[config.mk]
export PLATFORM = sky130hd
export DESIGN_NAME = ber_header_decoder_core
export DESIGN_NICKNAME = d
export VERILOG_FILES = /design/src/rtl/bhd_pkg.sv /design/src/rtl/bhd_in_reg.sv /design/src/rtl/bhd_step.sv /design/src/rtl/ber_header_decoder_core.sv
export SDC_FILE = /design/constraint.sdc
export NUM_CORES = 1
export LEC_CHECK = 0
export ABC_CLOCK_PERIOD_IN_PS = 14100
export BUFFER_PORTS_ARGS = -buffer_cell sky130_fd_sc_hd__buf_4
export CAP_MARGIN = 20
export CELL_PAD_IN_SITES_DETAIL_PLACEMENT = 0
export CELL_PAD_IN_SITES_GLOBAL_PLACEMENT = 2
export CORE_UTILIZATION = 40
export CTS_CLUSTER_DIAMETER = 30
export DETAILED_ROUTE_END_ITERATION = 10
export PLACE_DENSITY = 0.88
export SLEW_MARGIN = 20
export SYNTH_ARGS = -nofsm -noshare
export SYNTH_HDL_FRONTEND = slang
export SYNTH_SLANG_ARGS = --single-unit
[constraint.sdc]
create_clock -name aclk -period 14.1 [get_ports aclk]
set_input_delay 2.115 -clock aclk [delete_from_list [all_inputs] [get_ports aclk]]
set_output_delay 2.115 -clock aclk [all_outputs]
set_load 0.05 [all_outputs]
[src/rtl/bhd_pkg.sv]
// Package for the BER header decoder: beat types, phase encoding, status codes.
// Used by every module of the decoder; depends on nothing.
`default_nettype none

package bhd_pkg;

    // One input beat: a header octet and the buffer bytes that follow it.
    typedef struct packed {
        logic [7:0]  data_byte;
        logic [31:0] bytes_after;
    } in_beat_t;

    // One result beat: the decoded header or the reason it failed.
    typedef struct packed {
        logic [1:0]  status;
        logic [1:0]  tag_class;
        logic        constructed;
        logic [31:0] tag_number;
        logic        definite_length;
        logic [31:0] content_length;
    } out_beat_t;

    // Decoder phase within one header.
    typedef enum logic [1:0] {
        PH_IDENT    = 2'd0,
        PH_HIGH_TAG = 2'd1,
        PH_LEN_HEAD = 2'd2,
        PH_LEN_LONG = 2'd3
    } phase_t;

    // Result status codes.
    localparam logic [1:0] ST_OK        = 2'd0;
    localparam logic [1:0] ST_EXHAUSTED = 2'd1;
    localparam logic [1:0] ST_TOO_LONG  = 2'd2;
    localparam logic [1:0] ST_PRIM_INDF = 2'd3;

    // Octet constants.
    localparam logic [4:0] HIGH_TAG_MARK = 5'h1F;
    localparam logic [7:0] LEN_INDEF     = 8'h80;

endpackage

`default_nettype wire

[src/rtl/bhd_in_reg.sv]
// Input register of the BER header decoder: holds one accepted beat until decoded.
// Depends on bhd_pkg for the input beat type.
`default_nettype none

module bhd_in_reg (
    input  wire logic            aclk,
    input  wire logic            aresetn,
    input  wire logic            s_valid,
    output logic                 s_ready,
    input  wire bhd_pkg::in_beat_t s_data,
    input  wire logic            take,
    output logic                 held_valid,
    output bhd_pkg::in_beat_t    held_beat
);

    logic              valid_reg;
    logic              valid_next;
    bhd_pkg::in_beat_t beat_reg;

    // The register frees up in the same cycle its beat is decoded.
    assign s_ready    = !valid_reg || take;
    assign held_valid = valid_reg;
    assign held_beat  = beat_reg;

    always_comb begin
        valid_next = valid_reg;
        if (s_valid && s_ready) begin
            valid_next = 1'b1;
        end else if (take) begin
            valid_next = 1'b0;
        end
    end

    always_ff @(posedge aclk) begin
        if (!aresetn) begin
            valid_reg <= 1'b0;
        end else begin
            valid_reg <= valid_next;
        end
    end

    // Payload needs no reset.
    always_ff @(posedge aclk) begin
        if (s_valid && s_ready) begin
            beat_reg <= s_data;
        end
    end

endmodule

`default_nettype wire

[src/rtl/bhd_step.sv]
// Decode step of the BER header decoder: phase machine and tag/length accumulators.
// Depends on bhd_pkg for beat types, phase encoding and status codes.
`default_nettype none

module bhd_step (
    input  wire logic              aclk,
    input  wire logic              aresetn,
    input  wire logic              step,
    input  wire bhd_pkg::in_beat_t beat,
    output logic                   emit,
    output bhd_pkg::out_beat_t     result
);

    bhd_pkg::phase_t phase_reg;
    bhd_pkg::phase_t phase_next;
    logic [31:0]     tag_reg;
    logic [31:0]     tag_next;
    logic [1:0]      class_reg;
    logic [1:0]      class_next;
    logic            cons_reg;
    logic            cons_next;
    logic [31:0]     len_reg;
    logic [31:0]     len_next;
    logic [6:0]      left_reg;
    logic [6:0]      left_next;

    logic [7:0]      b;
    logic [31:0]     after;
    logic            no_more;
    logic            len_done;
    logic [31:0]     long_len;

    assign b        = beat.data_byte;
    assign after    = beat.bytes_after;
    assign no_more  = (after == 32'd0);
    assign long_len = {len_reg[23:0], b};
    assign len_done = (left_reg <= 7'd1);

    // Next phase. Any beat that produces a result returns to the identifier phase.
    always_comb begin
        phase_next = phase_reg;
        case (phase_reg)
            bhd_pkg::PH_IDENT: begin
                if (no_more) begin
                    phase_next = bhd_pkg::PH_IDENT;
                end else if (b[4:0] == bhd_pkg::HIGH_TAG_MARK) begin
                    phase_next = bhd_pkg::PH_HIGH_TAG;
                end else begin
                    phase_next = bhd_pkg::PH_LEN_HEAD;
                end
            end
            bhd_pkg::PH_HIGH_TAG: begin
                if (no_more) begin
                    phase_next = bhd_pkg::PH_IDENT;
                end else if (!b[7]) begin
                    phase_next = bhd_pkg::PH_LEN_HEAD;
                end
            end
            bhd_pkg::PH_LEN_HEAD: begin
                if (b[7] && (b != bhd_pkg::LEN_INDEF) && !no_more) begin
                    phase_next = bhd_pkg::PH_LEN_LONG;
                end else begin
                    phase_next = bhd_pkg::PH_IDENT;
                end
            end
            bhd_pkg::PH_LEN_LONG: begin
                if (len_done || no_more) begin
                    phase_next = bhd_pkg::PH_IDENT;
                end
            end
            default: begin
                phase_next = bhd_pkg::PH_IDENT;
            end
        endcase
    end

    // Accumulator updates and the result of this beat.
    always_comb begin
        tag_next   = tag_reg;
        class_next = class_reg;
        cons_next  = cons_reg;
        len_next   = len_reg;
        left_next  = left_reg;
        emit       = 1'b0;
        result.status          = bhd_pkg::ST_EXHAUSTED;
        result.definite_length = 1'b0;
        result.content_length  = 32'd0;
        case (phase_reg)
            bhd_pkg::PH_IDENT: begin
                class_next = b[7:6];
                cons_next  = b[5];
                tag_next   = (b[4:0] == bhd_pkg::HIGH_TAG_MARK) ? 32'd0 : {27'd0, b[4:0]};
                emit       = no_more;
            end
            bhd_pkg::PH_HIGH_TAG: begin
                tag_next = {tag_reg[24:0], b[6:0]};
                emit     = no_more;
            end
            bhd_pkg::PH_LEN_HEAD: begin
                if (b == bhd_pkg::LEN_INDEF) begin
                    // Indefinite form is only legal for constructed encodings.
                    emit          = 1'b1;
                    result.status = cons_reg ? bhd_pkg::ST_OK : bhd_pkg::ST_PRIM_INDF;
                end else if (!b[7]) begin
                    // Short form length.
                    emit                   = 1'b1;
                    result.definite_length = 1'b1;
                    result.content_length  = {24'd0, b};
                    result.status = ({24'd0, b} > after) ? bhd_pkg::ST_TOO_LONG
                                                         : bhd_pkg::ST_OK;
                end else begin
                    // Long form header: count of length octets to follow.
                    left_next = b[6:0];
                    len_next  = 32'd0;
                    emit      = no_more;
                end
            end
            bhd_pkg::PH_LEN_LONG: begin
                len_next = long_len;
                if (len_done) begin
                    left_next              = 7'd0;
                    emit                   = 1'b1;
                    result.definite_length = 1'b1;
                    result.content_length  = long_len;
                    result.status = (long_len > after) ? bhd_pkg::ST_TOO_LONG
                                                       : bhd_pkg::ST_OK;
                end else begin
                    left_next = left_reg - 7'd1;
                    emit      = no_more;
                end
            end
            default: begin
                emit = 1'b0;
            end
        endcase
        result.tag_class   = class_next;
        result.constructed = cons_next;
        result.tag_number  = tag_next;
    end

    always_ff @(posedge aclk) begin
        if (!aresetn) begin
            phase_reg <= bhd_pkg::PH_IDENT;
            tag_reg   <= 32'd0;
            class_reg <= 2'd0;
            cons_reg  <= 1'b0;
            len_reg   <= 32'd0;
            left_reg  <= 7'd0;
        end else if (step) begin
            phase_reg <= phase_next;
            tag_reg   <= tag_next;
            class_reg <= class_next;
            cons_reg  <= cons_next;
            len_reg   <= len_next;
            left_reg  <= left_next;
        end
    end

endmodule

`default_nettype wire

[src/rtl/ber_header_decoder_core.sv]
// BER header decoder: takes one header octet per beat, together with the count of
// buffer bytes after it, and gives one result beat when an identifier-plus-length
// header completes or fails (buffer exhausted, length beyond the remaining bytes,
// or a primitive with indefinite length). It sustains one octet per clock cycle
// while the result channel does not stall it; a beat is held in the input register,
// from which the phase machine and the 32-bit tag and length accumulators update,
// and its result is registered in the output register, which drives m_valid.
// Octets that do not end a header give no result. Back-pressure on the result channel
// stalls decoding only while the output register is full.
// Depends on bhd_pkg, bhd_in_reg and bhd_step.
`default_nettype none

module ber_header_decoder_core (
    input  wire logic               aclk,
    input  wire logic               aresetn,
    input  wire logic               s_valid,
    output logic                    s_ready,
    input  wire bhd_pkg::in_beat_t  s_data,
    output logic                    m_valid,
    input  wire logic               m_ready,
    output bhd_pkg::out_beat_t      m_data
);

    logic               held_valid;
    bhd_pkg::in_beat_t  held_beat;
    logic               advance;
    logic               emit;
    bhd_pkg::out_beat_t result;
    logic               out_valid_reg;
    logic               out_valid_next;
    bhd_pkg::out_beat_t out_beat_reg;

    // Decode the held beat whenever the output register has room.
    assign advance = held_valid && (!out_valid_reg || m_ready);

    bhd_in_reg u_in_reg (
        .aclk       (aclk),
        .aresetn    (aresetn),
        .s_valid    (s_valid),
        .s_ready    (s_ready),
        .s_data     (s_data),
        .take       (advance),
        .held_valid (held_valid),
        .held_beat  (held_beat)
    );

    bhd_step u_step (
        .aclk    (aclk),
        .aresetn (aresetn),
        .step    (advance),
        .beat    (held_beat),
        .emit    (emit),
        .result  (result)
    );

    // Output register valid tracking.
    always_comb begin
        out_valid_next = out_valid_reg;
        if (advance && emit) begin
            out_valid_next = 1'b1;
        end else if (m_ready) begin
            out_valid_next = 1'b0;
        end
    end

    always_ff @(posedge aclk) begin
        if (!aresetn) begin
            out_valid_reg <= 1'b0;
        end else begin
            out_valid_reg <= out_valid_next;
        end
    end

    always_ff @(posedge aclk) begin
        if (advance && emit) begin
            out_beat_reg <= result;
        end
    end

    assign m_valid = out_valid_reg;
    assign m_data  = out_beat_reg;

endmodule

`default_nettype wire

==> flow_metrics.py <==
metrics = {
    "global_routing": {
        "overflow": 0,
        "grt_util_met3_pct": 3.43,
        "grt_first_pass_wirelength_um": 28700,
        "met1_track_demand_over_resource_pct": 23.6,
        "first_global_vias": 5568,
        "grt_antenna_before_repair": 0,
        "global_route.peak_usage_layer": "met2",
        "maximum_number_of_pins_on_one_net_before_global_route_repair": 74,
        "global_routing_usage_summed_across_all_routing_layers_pct": 18.6,
        "use_met2_pct": 31.5,
    },
    "min_path": {
        "min-delay-start": "u_step.len_reg[17]",
        "holdCritPathClass": "reg -> reg",
    },
    "clock_tree": {
        "worstSkewPairLatency_ps": 420,
        "hold_fix_buffers_cts": 0,
        "clockRootBuffer": "sky130_fd_sc_hd__clkbuf_16",
        "cts_buffer_depth": 2,
        "clock_tree.htree_level_count": 4,
        "clk_pin_slew_worst_paths_ps": 70,
        "post-cts-setup-buffers": 0,
        "cts.sinks": 180,
        "tritoncts_clock_tree": "done",
        "cts-resized-gates": 0,
        "numCtsBuffers": 17,
    },
    "detailed_routing": {
        "drt-pass1-iter-count": 5,
        "routedWlPerCell_um": 16.3,
        "drc": 0,
        "drt-initial-drc-count": 330,
        "vias": 5748,
        "drt-total-wl_um": 18200,
        "route.antenna.remaining_nets": 0,
        "post_drt_via_cell_ratio": 5.16,
    },
    "critical_path": {
        "worst-endpoint-arrival_ps": 2630,
        "critical_path.endpoint": "s_ready",
        "worst_r2r_path_depth": 6,
        "critPathMaxFanout": 3,
        "r2r_setup_slack_ps": 10120,
        "r2r-end": "m_data[6]",
        "critical_path_rt_ps": 11980,
        "timing.critical_path.to_type": "primary output",
        "critical_path.reg2reg.startpoint": "u_step.left_reg[2]",
        "worst_setup_path_startpoint": "m_ready",
        "critical_path.startpoint_type": "primary input",
        "critical_path_class": "in -> out",
    },
    "sta": {
        "slew_violations": 0,
        "grt_setup_unrepaired": "no",
        "timing.clock.skew_ps": 10.7,
        "max_clock_freq_mhz": 211,
        "timing.final.hold_violations": 0,
        "setup_viol": 0,
        "slew_headroom_pct": 31.8,
        "holdWs_ps": 487,
        "clock_period_minus_worst_slack_ps": 4740,
        "worst_slew_pin_slew_ps": 1020,
        "finalSetupTns_ps": 0,
        "postLayoutSetupSlackWorst_ps": 9360,
        "final.period_utilization_pct": 33.6,
    },
    "synthesis": {
        "synth_top_cell_by_area": "sky130_fd_sc_hd__edfxtp_1",
        "synth_area_per_cell_um2": 10.7,
        "seq_area_frac_synth_pct": 59.6,
        "number_of_synthesized_flops_with_an_enable_pin": 110,
        "total_of_flip_flops_plus_latches_after_synthesis": 180,
        "netlist.area_leader.share_pct": 41.9,
        "most_instantiated_library_cell_after_synthesis": "sky130_fd_sc_hd__nand2_1",
        "mappedNetlistNets": 813,
        "synth_area_leaders": "sky130_fd_sc_hd__edfxtp_1, sky130_fd_sc_hd__dfxtp_1, sky130_fd_sc_hd__nand2_1",
        "synthArstFlopShare_pct": 0,
        "yosys_most_used_dff": "sky130_fd_sc_hd__edfxtp_1",
        "netlist-cell-type-count": 51,
        "yosysWarningCount": 0,
        "ys_top_cells_by_count": "sky130_fd_sc_hd__nand2_1, sky130_fd_sc_hd__edfxtp_1, sky130_fd_sc_hd__dfxtp_1, sky130_fd_sc_hd__nor2_1, sky130_fd_sc_hd__inv_1",
        "mappedNetlistArea_mm2": 0.00789,
        "synth_cells": 735,
    },
    "pwr": {
        "internal_power_w": 0.000866,
        "share_seq_of_total_power_pct": 51.6,
        "switching_share_pct": 23.4,
        "total_leakage_power_nw": 3.73,
        "vdd.ir_drop.worst_uv": 86.0,
        "pwr-share-comb_pct": 6.6,
        "power_density_over_cell_area_mw_per_mm2": 118,
        "power.share.clock_pct": 41.8,
        "power_switching_w": 0.000264,
    },
    "floorplanning": {
        "dieHeight_um": 142,
        "initial_util_pct": 40.7,
        "core-area_mm2": 0.0194,
        "io_pins": 116,
        "dieWidth_um": 142,
        "die_area_mm2": 0.0203,
        "core.rowCount": 51,
    },
    "layout": {
        "stdcell_count": 1113,
        "nets": 913,
        "largest_register_ffs": 70,
        "areaGrowthSynthToFinish_pct": 21.2,
        "number_of_antenna_repair_diodes": 0,
        "final_layout_size_suffix_gt1_share_pct": 19.7,
    },
    "placed_design": {
        "detailedPlacementHpwl_um": 12300,
        "numPortBuffers": 115,
        "place_congestion": 0.795,
        "pre_cts_slack_ps": 9360,
        "dp.cells": 1081,
    },
    "job": {
        "max_cap_violations": 0,
    },
    "status": {
        "run_status": "finished, final reports clean",
    },
}
## placed cells by master, fill, tap and decap left out, drive strengths merged, types with 2 or more instances in the layout
cell type	count
or4	3
clkbuf	19
nand2	114
clkinv	6
nor3b	27
a211oi	4
clkinvlp	4
nor2b	9
dfxtp	70
buf	121
o22ai	2
and2	5
nand3	30
and3	26
o21a	2
ha	34
nand3b	2
nor2	70
a21oi	18
nor4	11
nand2b	5
nor3	4
o2111ai	2
a22o	10
nand4	10
inv	40
edfxtp	110
o21ai	32
o211ai	4
mux2	4
a21boi	38
## stage by stage
step	instance area, µm²	utilization (%)	total power [W]
2_1_floorplan	7890	-	0.000641
3_3_place_gp	8960	46.2	0.000667
3_5_place_dp	8960	46.2	0.000669
4_1_cts	9560	49.3	0.00114
5_1_grt	9560	49.3	0.00117
6_report	9560	49.3	0.00113
## power groups by stage
stage	clock [W]	sequential [W]	combinational (W)
floorplan	0	0.000598	0.0000426
global placement	0	0.000594	0.0000722
detailed placement	0	0.000595	0.0000745
CTS	0.000480	0.000583	0.0000749
global route	0.000501	0.000585	0.0000822
finish	0.000473	0.000583	0.0000742
## worst min-delay path by stage
stage / endpoint / cells past startpoint / slack [ps]
after floorplan: u_step.len_reg[16] / 2 / 440
after global placement: u_step.len_reg[22] / 2 / 470
after detailed placement: u_step.tag_reg[6] / 2 / 480
after CTS: u_step.len_reg[16] / 2 / 490
after global routing: u_step.class_reg[0] / 2 / 510
final: u_step.len_reg[17] / 2 / 490
## per-layer routing
metal | part of all wire [%] | wire [µm]
met3 | 3.7 | 669
met1 | 45 | 8190
met2 | 50 | 9040
met5 | 0 | 0
met4 | 1.5 | 272
## layout make-up
cell class	instances	area, µm²
timing repair buffer	121	908
fill	1820	9840
multi-input combinational	477	2880
inverter	38	143
clock inverter	13	120
clock buffer	19	475
sequential	180	4710
tap	265	332
## critical path: stages
cell                       delay, ps
sky130_fd_sc_hd__buf_4           110
sky130_fd_sc_hd__nand3b_1        190
sky130_fd_sc_hd__buf_4           220
## cells by family (layout without fill, tap and decap cells)
group | Yosys count | in the layout | share of synthesized area, %
simple gates | 318 | 318 | 19.7
compound gates | 121 | 121 | 10.6
flops | 180 | 180 | 59.6
buf+inv | 78 | 191 | 4.09
fa+ha+maj | 34 | 34 | 5.39
mux | 4 | 4 | 0.571
No activity file was read; power rests on OpenSTA's default activity.
